--- src/design/apr_pkg.sv ---
// Package for the aging page replacement block.
// Holds the sequencer state type and the control bundle for the head cell.
// No dependencies.
`default_nettype none
package apr_pkg;

	// Sequencer states
	typedef enum logic [2:0] {
		ST_IDLE,
		ST_ACCESS,
		ST_EVICT,
		ST_TICK,
		ST_FINISH
	} state_t;

	// Control from the sequencer to the head cell
	typedef struct packed {
		state_t mode;
		logic   is_write;
		logic   at_vp;
		logic   load;
		logic   kill;
	} head_ctl_t;

endpackage
`default_nettype wire

--- src/design/apr_cell.sv ---
// One page-table cell of the rotating ring.
// Holds one entry and takes its neighbor's entry on every shift.
// Depends on nothing.
`default_nettype none
module apr_cell #(
	parameter int FRW      = 6,
	parameter int AGE_BITS = 8
) (
	input  wire logic                clk,
	input  wire logic                arst_n,
	input  wire logic                shift,
	input  wire logic                in_p,
	input  wire logic                in_r,
	input  wire logic                in_m,
	input  wire logic [FRW-1:0]      in_fr,
	input  wire logic [AGE_BITS-1:0] in_age,
	output logic                     out_p,
	output logic                     out_r,
	output logic                     out_m,
	output logic [FRW-1:0]           out_fr,
	output logic [AGE_BITS-1:0]      out_age
);

	logic                p_q, r_q, m_q;
	logic [FRW-1:0]      fr_q;
	logic [AGE_BITS-1:0] age_q;

	// entry register, cleared at reset
	always_ff @(posedge clk or negedge arst_n) begin
		if (!arst_n) begin
			p_q   <= 1'b0;
			r_q   <= 1'b0;
			m_q   <= 1'b0;
			fr_q  <= '0;
			age_q <= '0;
		end else if (shift) begin
			p_q   <= in_p;
			r_q   <= in_r;
			m_q   <= in_m;
			fr_q  <= in_fr;
			age_q <= in_age;
		end
	end

	assign out_p   = p_q;
	assign out_r   = r_q;
	assign out_m   = m_q;
	assign out_fr  = fr_q;
	assign out_age = age_q;

endmodule
`default_nettype wire

--- src/design/apr_head.sv ---
// Head cell: updates the entry leaving the front of the ring.
// Applies aging, hit marking, victim clearing and page load.
// Depends on apr_pkg.
`default_nettype none
module apr_head #(
	parameter int FRW      = 6,
	parameter int AGE_BITS = 8
) (
	input  wire apr_pkg::head_ctl_t   ctl,
	input  wire logic [FRW-1:0]       fr_new,
	input  wire logic                 in_p,
	input  wire logic                 in_r,
	input  wire logic                 in_m,
	input  wire logic [FRW-1:0]       in_fr,
	input  wire logic [AGE_BITS-1:0]  in_age,
	output logic                      out_p,
	output logic                      out_r,
	output logic                      out_m,
	output logic [FRW-1:0]            out_fr,
	output logic [AGE_BITS-1:0]       out_age
);

	always_comb begin
		out_p   = in_p;
		out_r   = in_r;
		out_m   = in_m;
		out_fr  = in_fr;
		out_age = in_age;
		case (ctl.mode)
			apr_pkg::ST_TICK: begin
				out_age = in_age >> 1;
				if (in_p && in_r) begin
					out_age[AGE_BITS-1] = 1'b1;
					out_r = 1'b0;
				end
			end
			apr_pkg::ST_ACCESS: begin
				if (ctl.at_vp && in_p) begin
					out_r = 1'b1;
					out_m = in_m | ctl.is_write;
				end
			end
			default: ;
		endcase
		// evicted page is wiped
		if (ctl.kill) begin
			out_p   = 1'b0;
			out_r   = 1'b0;
			out_m   = 1'b0;
			out_fr  = '0;
			out_age = '0;
		end
		// new page arrives with clean bits
		if (ctl.load) begin
			out_p   = 1'b1;
			out_r   = 1'b0;
			out_m   = 1'b0;
			out_fr  = fr_new;
			out_age = '0;
		end
	end

endmodule
`default_nettype wire

--- src/design/aging_page_replacement.sv ---
// Aging page replacement unit: a ring of page-table cells and a sequencer.
// Input beat: tuser = func (0 access, 1 tick); tdata = virt_page, is_write.
// Output beat: tdata = hit, frame, evicted, victim_page; one per input beat.
// The page table is a ring of VIRT_PAGES cells that rotates one place per
// cycle while a pass runs; the head cell updates each entry as it passes the front.
// A tick or an access takes one full turn of the ring. A miss with all
// frames in use takes a second turn to clear the victim and load the page.
// One item is in the ring at a time; s_tready is high only while idle.
// The finished result sits in an output register; a new item can be
// accepted while it waits. If the receiver stalls, the next item's result
// waits in the sequencer until the output register empties.
// Reset (arst_n low) clears every cell, the frame count and the output
// register at once; the block is ready on the first cycle after reset.
// Frames are handed out in order until FRAMES are used; after that the
// present page of smallest age, lowest page on a tie, is evicted.
`default_nettype none
module aging_page_replacement #(
	parameter int VIRT_PAGES = 128,
	parameter int FRAMES     = 64,
	parameter int AGE_BITS   = 8,
	localparam int VPW = $clog2(VIRT_PAGES),
	localparam int FRW = (FRAMES > 1) ? $clog2(FRAMES) : 1,
	localparam int IW  = ((VPW + 1 + 7) / 8) * 8,
	localparam int OW  = ((FRW + VPW + 2 + 7) / 8) * 8
) (
	input  wire logic          clk,
	input  wire logic          arst_n,
	input  wire logic          s_tvalid,
	output logic               s_tready,
	input  wire logic [IW-1:0] s_tdata,   // virt_page, is_write
	input  wire logic          s_tuser,   // func
	output logic               m_tvalid,
	input  wire logic          m_tready,
	output logic [OW-1:0]      m_tdata    // hit, frame, evicted, victim_page
);

	localparam int FUW = $clog2(FRAMES + 1);

	apr_pkg::state_t   state_q, state_d;
	logic [VPW-1:0]    idx_q, vp_q, vic_q;
	logic              wr_q, hit_q, ev_q, full_q, found_q;
	logic [FRW-1:0]    fr_q, vfr_q;
	logic [FUW-1:0]    fu_q;
	logic [AGE_BITS-1:0] best_q;
	logic              out_valid_q, out_hit_q, out_ev_q;
	logic [FRW-1:0]    out_fr_q;
	logic [VPW-1:0]    out_vic_q;

	logic              shift, last, at_vp, free, accept, emit, is_full;
	logic [VPW-1:0]    vp_raw, vp_in;
	logic [FRW-1:0]    fr_new;
	apr_pkg::head_ctl_t ctl;

	// ring of cells
	logic                c_p [VIRT_PAGES];
	logic                c_r [VIRT_PAGES];
	logic                c_m [VIRT_PAGES];
	logic [FRW-1:0]      c_fr [VIRT_PAGES];
	logic [AGE_BITS-1:0] c_age [VIRT_PAGES];
	logic                h_p, h_r, h_m;
	logic [FRW-1:0]      h_fr;
	logic [AGE_BITS-1:0] h_age;

	genvar gi;
	generate
		for (gi = 0; gi < VIRT_PAGES; gi++) begin : g_cell
			if (gi == VIRT_PAGES - 1) begin : g_tail
				apr_cell #(.FRW(FRW), .AGE_BITS(AGE_BITS)) u_cell (
					.clk(clk), .arst_n(arst_n), .shift(shift),
					.in_p(h_p), .in_r(h_r), .in_m(h_m), .in_fr(h_fr), .in_age(h_age),
					.out_p(c_p[gi]), .out_r(c_r[gi]), .out_m(c_m[gi]),
					.out_fr(c_fr[gi]), .out_age(c_age[gi])
				);
			end else begin : g_mid
				apr_cell #(.FRW(FRW), .AGE_BITS(AGE_BITS)) u_cell (
					.clk(clk), .arst_n(arst_n), .shift(shift),
					.in_p(c_p[gi+1]), .in_r(c_r[gi+1]), .in_m(c_m[gi+1]),
					.in_fr(c_fr[gi+1]), .in_age(c_age[gi+1]),
					.out_p(c_p[gi]), .out_r(c_r[gi]), .out_m(c_m[gi]),
					.out_fr(c_fr[gi]), .out_age(c_age[gi])
				);
			end
		end
	endgenerate

	// head cell control
	assign vp_raw = s_tdata[VPW-1:0];
	assign vp_in  = ({1'b0, vp_raw} >= (VPW+1)'(VIRT_PAGES)) ?
		VPW'({1'b0, vp_raw} - (VPW+1)'(VIRT_PAGES)) : vp_raw;
	assign shift  = (state_q == apr_pkg::ST_ACCESS) || (state_q == apr_pkg::ST_EVICT) ||
		(state_q == apr_pkg::ST_TICK);
	assign last   = (idx_q == VPW'(VIRT_PAGES - 1));
	assign at_vp  = (idx_q == vp_q);
	assign free   = (fu_q < FUW'(FRAMES));
	assign fr_new = (state_q == apr_pkg::ST_EVICT) ? fr_q : fu_q[FRW-1:0];
	assign accept = s_tvalid && s_tready;
	assign emit   = (state_q == apr_pkg::ST_FINISH) && !full_q && (!out_valid_q || m_tready);

	always_comb begin
		ctl.mode     = state_q;
		ctl.is_write = wr_q;
		ctl.at_vp    = at_vp;
		ctl.load     = ((state_q == apr_pkg::ST_ACCESS) && at_vp && !c_p[0] && free) ||
			((state_q == apr_pkg::ST_EVICT) && at_vp);
		ctl.kill     = (state_q == apr_pkg::ST_EVICT) && ev_q && (idx_q == vic_q);
	end

	apr_head #(.FRW(FRW), .AGE_BITS(AGE_BITS)) u_head (
		.ctl(ctl), .fr_new(fr_new),
		.in_p(c_p[0]), .in_r(c_r[0]), .in_m(c_m[0]), .in_fr(c_fr[0]), .in_age(c_age[0]),
		.out_p(h_p), .out_r(h_r), .out_m(h_m), .out_fr(h_fr), .out_age(h_age)
	);

	// state register
	always_ff @(posedge clk or negedge arst_n) begin
		if (!arst_n) begin
			state_q <= apr_pkg::ST_IDLE;
		end else begin
			state_q <= state_d;
		end
	end

	// next state
	always_comb begin
		state_d  = state_q;
		s_tready = 1'b0;
		case (state_q)
			apr_pkg::ST_IDLE: begin
				s_tready = 1'b1;
				if (s_tvalid) begin
					state_d = s_tuser ? apr_pkg::ST_TICK : apr_pkg::ST_ACCESS;
				end
			end
			apr_pkg::ST_ACCESS, apr_pkg::ST_EVICT, apr_pkg::ST_TICK: begin
				if (last) begin
					state_d = apr_pkg::ST_FINISH;
				end
			end
			apr_pkg::ST_FINISH: begin
				if (full_q) begin
					state_d = apr_pkg::ST_EVICT;
				end else if (emit) begin
					state_d = apr_pkg::ST_IDLE;
				end
			end
			default: state_d = apr_pkg::ST_IDLE;
		endcase
	end

	// sequencer control: ring position and frame count
	always_ff @(posedge clk or negedge arst_n) begin
		if (!arst_n) begin
			idx_q <= '0;
			fu_q  <= '0;
		end else begin
			if (shift) begin
				idx_q <= last ? '0 : idx_q + 1'b1;
			end
			if ((state_q == apr_pkg::ST_ACCESS) && at_vp && !c_p[0] && free) begin
				fu_q <= fu_q + 1'b1;
			end
		end
	end

	// lookup result and victim search
	assign is_full = (state_q == apr_pkg::ST_FINISH) && full_q;
	always_ff @(posedge clk or negedge arst_n) begin
		if (!arst_n) begin
			full_q <= 1'b0;
		end else if (accept) begin
			full_q <= 1'b0;
		end else if ((state_q == apr_pkg::ST_ACCESS) && at_vp) begin
			full_q <= !c_p[0] && !free;
		end else if (is_full) begin
			full_q <= 1'b0;
		end
	end

	always_ff @(posedge clk) begin
		if (accept) begin
			vp_q    <= vp_in;
			wr_q    <= s_tdata[VPW];
			hit_q   <= 1'b0;
			ev_q    <= 1'b0;
			found_q <= 1'b0;
			fr_q    <= '0;
			vic_q   <= '0;
		end else if (state_q == apr_pkg::ST_ACCESS) begin
			if (at_vp) begin
				hit_q <= c_p[0];
				if (c_p[0]) begin
					fr_q <= c_fr[0];
				end else if (free) begin
					fr_q <= fu_q[FRW-1:0];
				end
			end
			if (c_p[0] && (!found_q || c_age[0] < best_q)) begin
				found_q <= 1'b1;
				best_q  <= c_age[0];
				vic_q   <= idx_q;
				vfr_q   <= c_fr[0];
			end
		end else if (is_full) begin
			ev_q <= found_q;
			fr_q <= found_q ? vfr_q : '0;
		end
	end

	// output register
	always_ff @(posedge clk or negedge arst_n) begin
		if (!arst_n) begin
			out_valid_q <= 1'b0;
		end else if (emit) begin
			out_valid_q <= 1'b1;
		end else if (m_tready) begin
			out_valid_q <= 1'b0;
		end
	end

	always_ff @(posedge clk) begin
		if (emit) begin
			out_hit_q <= hit_q;
			out_fr_q  <= fr_q;
			out_ev_q  <= ev_q;
			out_vic_q <= ev_q ? vic_q : '0;
		end
	end

	assign m_tvalid = out_valid_q;
	assign m_tdata  = OW'({out_vic_q, out_ev_q, out_fr_q, out_hit_q});

`ifndef ASSERT_OFF
	a_fu_bound: assert property (@(posedge clk) disable iff (!arst_n)
		fu_q <= FUW'(FRAMES))
		else $error("frame count beyond frame total");
	a_hit_no_evict: assert property (@(posedge clk) disable iff (!arst_n)
		out_valid_q |-> !(out_hit_q && out_ev_q))
		else $error("result both hit and evicted");
	a_ring_aligned: assert property (@(posedge clk) disable iff (!arst_n)
		(state_q == apr_pkg::ST_IDLE) |-> (idx_q == '0))
		else $error("ring not aligned while idle");
	a_evict_full: assert property (@(posedge clk) disable iff (!arst_n)
		(state_q == apr_pkg::ST_EVICT) |-> !free)
		else $error("eviction pass with free frames");
`endif

endmodule
`default_nettype wire

--- config.mk ---
export PLATFORM = sky130hd
export DESIGN_NAME = aging_page_replacement
export DESIGN_NICKNAME = d
export VERILOG_FILES = /design/src/design/apr_pkg.sv /design/src/design/apr_cell.sv /design/src/design/apr_head.sv /design/src/design/aging_page_replacement.sv
export SDC_FILE = /design/constraint.sdc
export NUM_CORES = 2
export LEC_CHECK = 0
export ABC_AREA = 1
export CORE_ASPECT_RATIO = 0.5
export CORE_MARGIN = 5
export CORE_UTILIZATION = 25
export DETAILED_ROUTE_END_ITERATION = 8
export DONT_BUFFER_PORTS = 1
export GPL_TIMING_DRIVEN = 0
export HOLD_SLACK_MARGIN = 0.08
export PLACE_DENSITY = 0.4
export SLEW_MARGIN = 15
export SYNTH_ARGS = -nofsm -noshare
export SYNTH_HDL_FRONTEND = slang
export SYNTH_SLANG_ARGS = --single-unit
--- constraint.sdc ---
create_clock -name clk -period 2.3 [get_ports clk]
set_clock_uncertainty 0.1 [all_clocks]
set_input_delay 0.345 -clock clk [delete_from_list [all_inputs] [get_ports clk]]
set_output_delay 0.345 -clock clk [all_outputs]
set_load 0.02 [all_outputs]
==> results.cfg <==
[outcome]
status = finished, violations left
violations = hold timing

[route]
remaining_drc_errors = 0
vias = 53010
ant_nets = 0
viasPerCell = 4.130
drtIter0Drc = 3594
drtPass1Iterations = 5
routedWlPerCell_um = 14.85
routed_wirelength_um = 190600

[clock_tree]
cts.clk_slew.worst_paths_ps = 70
cts_buffers = 217
cts_tree = yes
clk_path_buf_depth = 4
clock_latency_ps = 850
cts_sinks = 2119
cts_root_buf = clkbuf_16
h-tree-depth = 4

[yosys]
synth.avg_cell_area_um2 = 9.614
syn_inst = 8215
yosysWarnings = 0
synthDistinctLibCells = 34
yosysSeqAreaShare = 0.6726
synth_largest_area_cell = dfrtp_1
netlist_area_um2 = 78980
syn_nets = 8237
synth_top_cell_area_share = 0.6549
synthTopCellsByArea = dfrtp_1 (65%), nand2_1 (13%), o21ai_0 (11%)
ys_ff_latch = 2119

[placed_design]
port_buffers = 0
placed_cell_area_um2 = 84550
gp_congestion = 0.7331
dp_hpwl_um = 122800

[worst_setup_path]
r2r-start = state_q[2]
start_kind = flop
crit_arrival_ps = 1810
cp_slowest_cell = dfrtp_1
worstPathCellList = nor2_1 > inv_1 > nor2_2
cp_max_fo = 6
crit_family = flip-flops
crit_start = state_q[1]
worstSetupPathType = flop to output pin
crit_buf_inv = 1
required_ps = 1860
critPathMaxStageDelay_ps = 460
endpoint_kind = output pin

[sta]
rsz0062_at_grt = true
fmax_ghz = 0.4428
hold_viol_final = 348
worst_hold_slack_ps = -877.8
post-route-period-util = 0.9818
slew_headroom = 0.2696
worst_slew_pin_slew_ps = 1096
setup_viol = 0
post-route-min-period_ps = 2258
slew_violations = 0

[hold_path]
min_path_type = input port to async pin

[global_routing]
track_usage = 0.1159
grt_pass1_vias = 54720
grt_overflow = 0
antenna_found_initial = 8
grt_pass1_wl_um = 315000
grt_max_degree = 195

[die]
core_um2 = 313300
fp.dieW_um = 804.9
rows = 145
die_area_um2 = 328000
initial_core_util = 0.2521
die_y_um = 407.4
io_pins = 31

[run]
drv_cap = 0

[final_layout]
final_common_cell = nand2_1
nFillCells = 33140
final_area_um2 = 92230
drive_gt1_frac = 0.08936
layout_common_cells = nand2_1 (2708), dfrtp_1 (2067), o21ai_0 (1813), inv_1 (955), clkbuf_16 (222)
area_growth_pct = 16.77
layout.nets = 8497

[power_and_ir_drop]
cellLeakagePower_nw = 42.15
power_density_nw_per_um2 = 1118
ir_worst_vdd_uv = 674.0
-- cell usage after synthesis --
| cell type | number |
|---|---|
| o21ai_0 | 1813 |
| buf_6 | 1 |
| inv_1 | 956 |
| nor2_1 | 46 |
| dfxtp_1 | 16 |
| xor2_1 | 6 |
| buf_4 | 25 |
| xnor2_1 | 1 |
| nand2_2 | 3 |
| nand4_4 | 1 |
| buf_2 | 251 |
| nand3_1 | 32 |
| o22ai_1 | 1 |
| inv_2 | 4 |
| nand3_2 | 1 |
| a31oi_1 | 1 |
| clkbuf_1 | 190 |
| nor2_2 | 1 |
| dfrtp_1 | 2067 |
| nor2_4 | 3 |
| a211oi_2 | 1 |
| edfxtp_1 | 36 |
| clkinv_1 | 1 |
| nor3_1 | 5 |
| o31ai_1 | 1 |
| conb_1 | 1 |
| nand2_1 | 2710 |
| o211ai_1 | 1 |
| o21ai_1 | 2 |
| o21a_1 | 1 |
| a21oi_1 | 22 |
| nor3_2 | 1 |
| ha_1 | 9 |
| nand4_1 | 5 |
-- worst reg2reg max path, cell delays in order, from the launching register on --
cell,delay (ps)
dfrtp_1,450
inv_2,60
nand2_2,100
nand2_2,170
inv_2,180
buf_8,260
buf_4,310
clkbuf_2,340
o21ai_0,130
-- logic make-up after synthesis --
logic type	synth area share
xor+xnor	0.0007763
simple gates	0.1350
buf+inv	0.07312
fa+ha+maj	0.001426
flops	0.6726
compound gates	0.1170
other cells	0.00004748
-- power breakdown --
group / internal [mW] / switching [mW]
combinational: 6.09 / 22.0
sequential: 39.2 / 1.12
clock: 19.9 / 14.9
total: 65.1 / 38.0
-- sequential cells by signal, indices dropped and copies added, names as in the netlist, 8 cells and up --
name and cells:
g_cell.g_tail.u_cell.out_age 8, best_q 8, g_cell.g_mid.u_cell.out_r 127, g_cell.g_mid.u_cell.out_p 127, g_cell.g_mid.u_cell.out_fr 762, g_cell.g_mid.u_cell.out_age 1016
-- per-stage QoR --
stage               power (mW)   TNS, ps  instances    util  setup slack [ps]
floorplan                56.21         0       8215       -             83.96
global placement         68.46   -773530      12400  0.2688            -772.5
detailed placement       69.14  -1435320      12420  0.2699             -1602
CTS                      105.3    -190.5      12820  0.2934            -48.89
global route             109.9     -1040      12830  0.2943            -65.43
finish                   103.1         0      12840  0.2944             41.79
-- layer usage --
layer  GRT usage  wire [um]
met5           0          0
met4     0.02574       3934
met3     0.01624       6042
met2      0.1685      78630
met1      0.1807     102000
-- final timing paths --
kind,slack (ps),to,cells past startpoint
setup / recovery,40,s_tready,3
hold / removal,-880,g_cell[121].g_mid.u_cell.out_fr[1],0
setup reg to reg,80,g_cell[12].g_mid.u_cell.out_fr[4],8
hold reg to reg,330,out_ev_q,0
max in group asynchronous,430,g_cell[73].g_mid.u_cell.out_fr[4],4
min in group clk,290,state_q[0],4
-- cell type report --
type                    instances  area (um2)  share of cell area
repair buffers                 42       713.2            0.007733
plain buffers                 466        2554             0.02769
multi-input cells            4668       20110              0.2180
clock inverters                41       341.6            0.003704
flip-flops and latches       2119       53130              0.5760
clock buffers                 342        6515             0.07064
diodes                          7       17.52           0.0001899
inverters                     961        3615             0.03919
well taps                    4189        5241             0.05683
-- timing repair --
action | CTS | global route
gates cloned | 2 | 1
endpoints found under the setup margin | 2138 | 946
endpoints found under the hold margin | 568 | 231
gates resized for setup | 137 | 143
hold buffers | 22 | 2
buffers inserted | 1 | 2
Note: power is estimated with default switching activity, not from simulation.
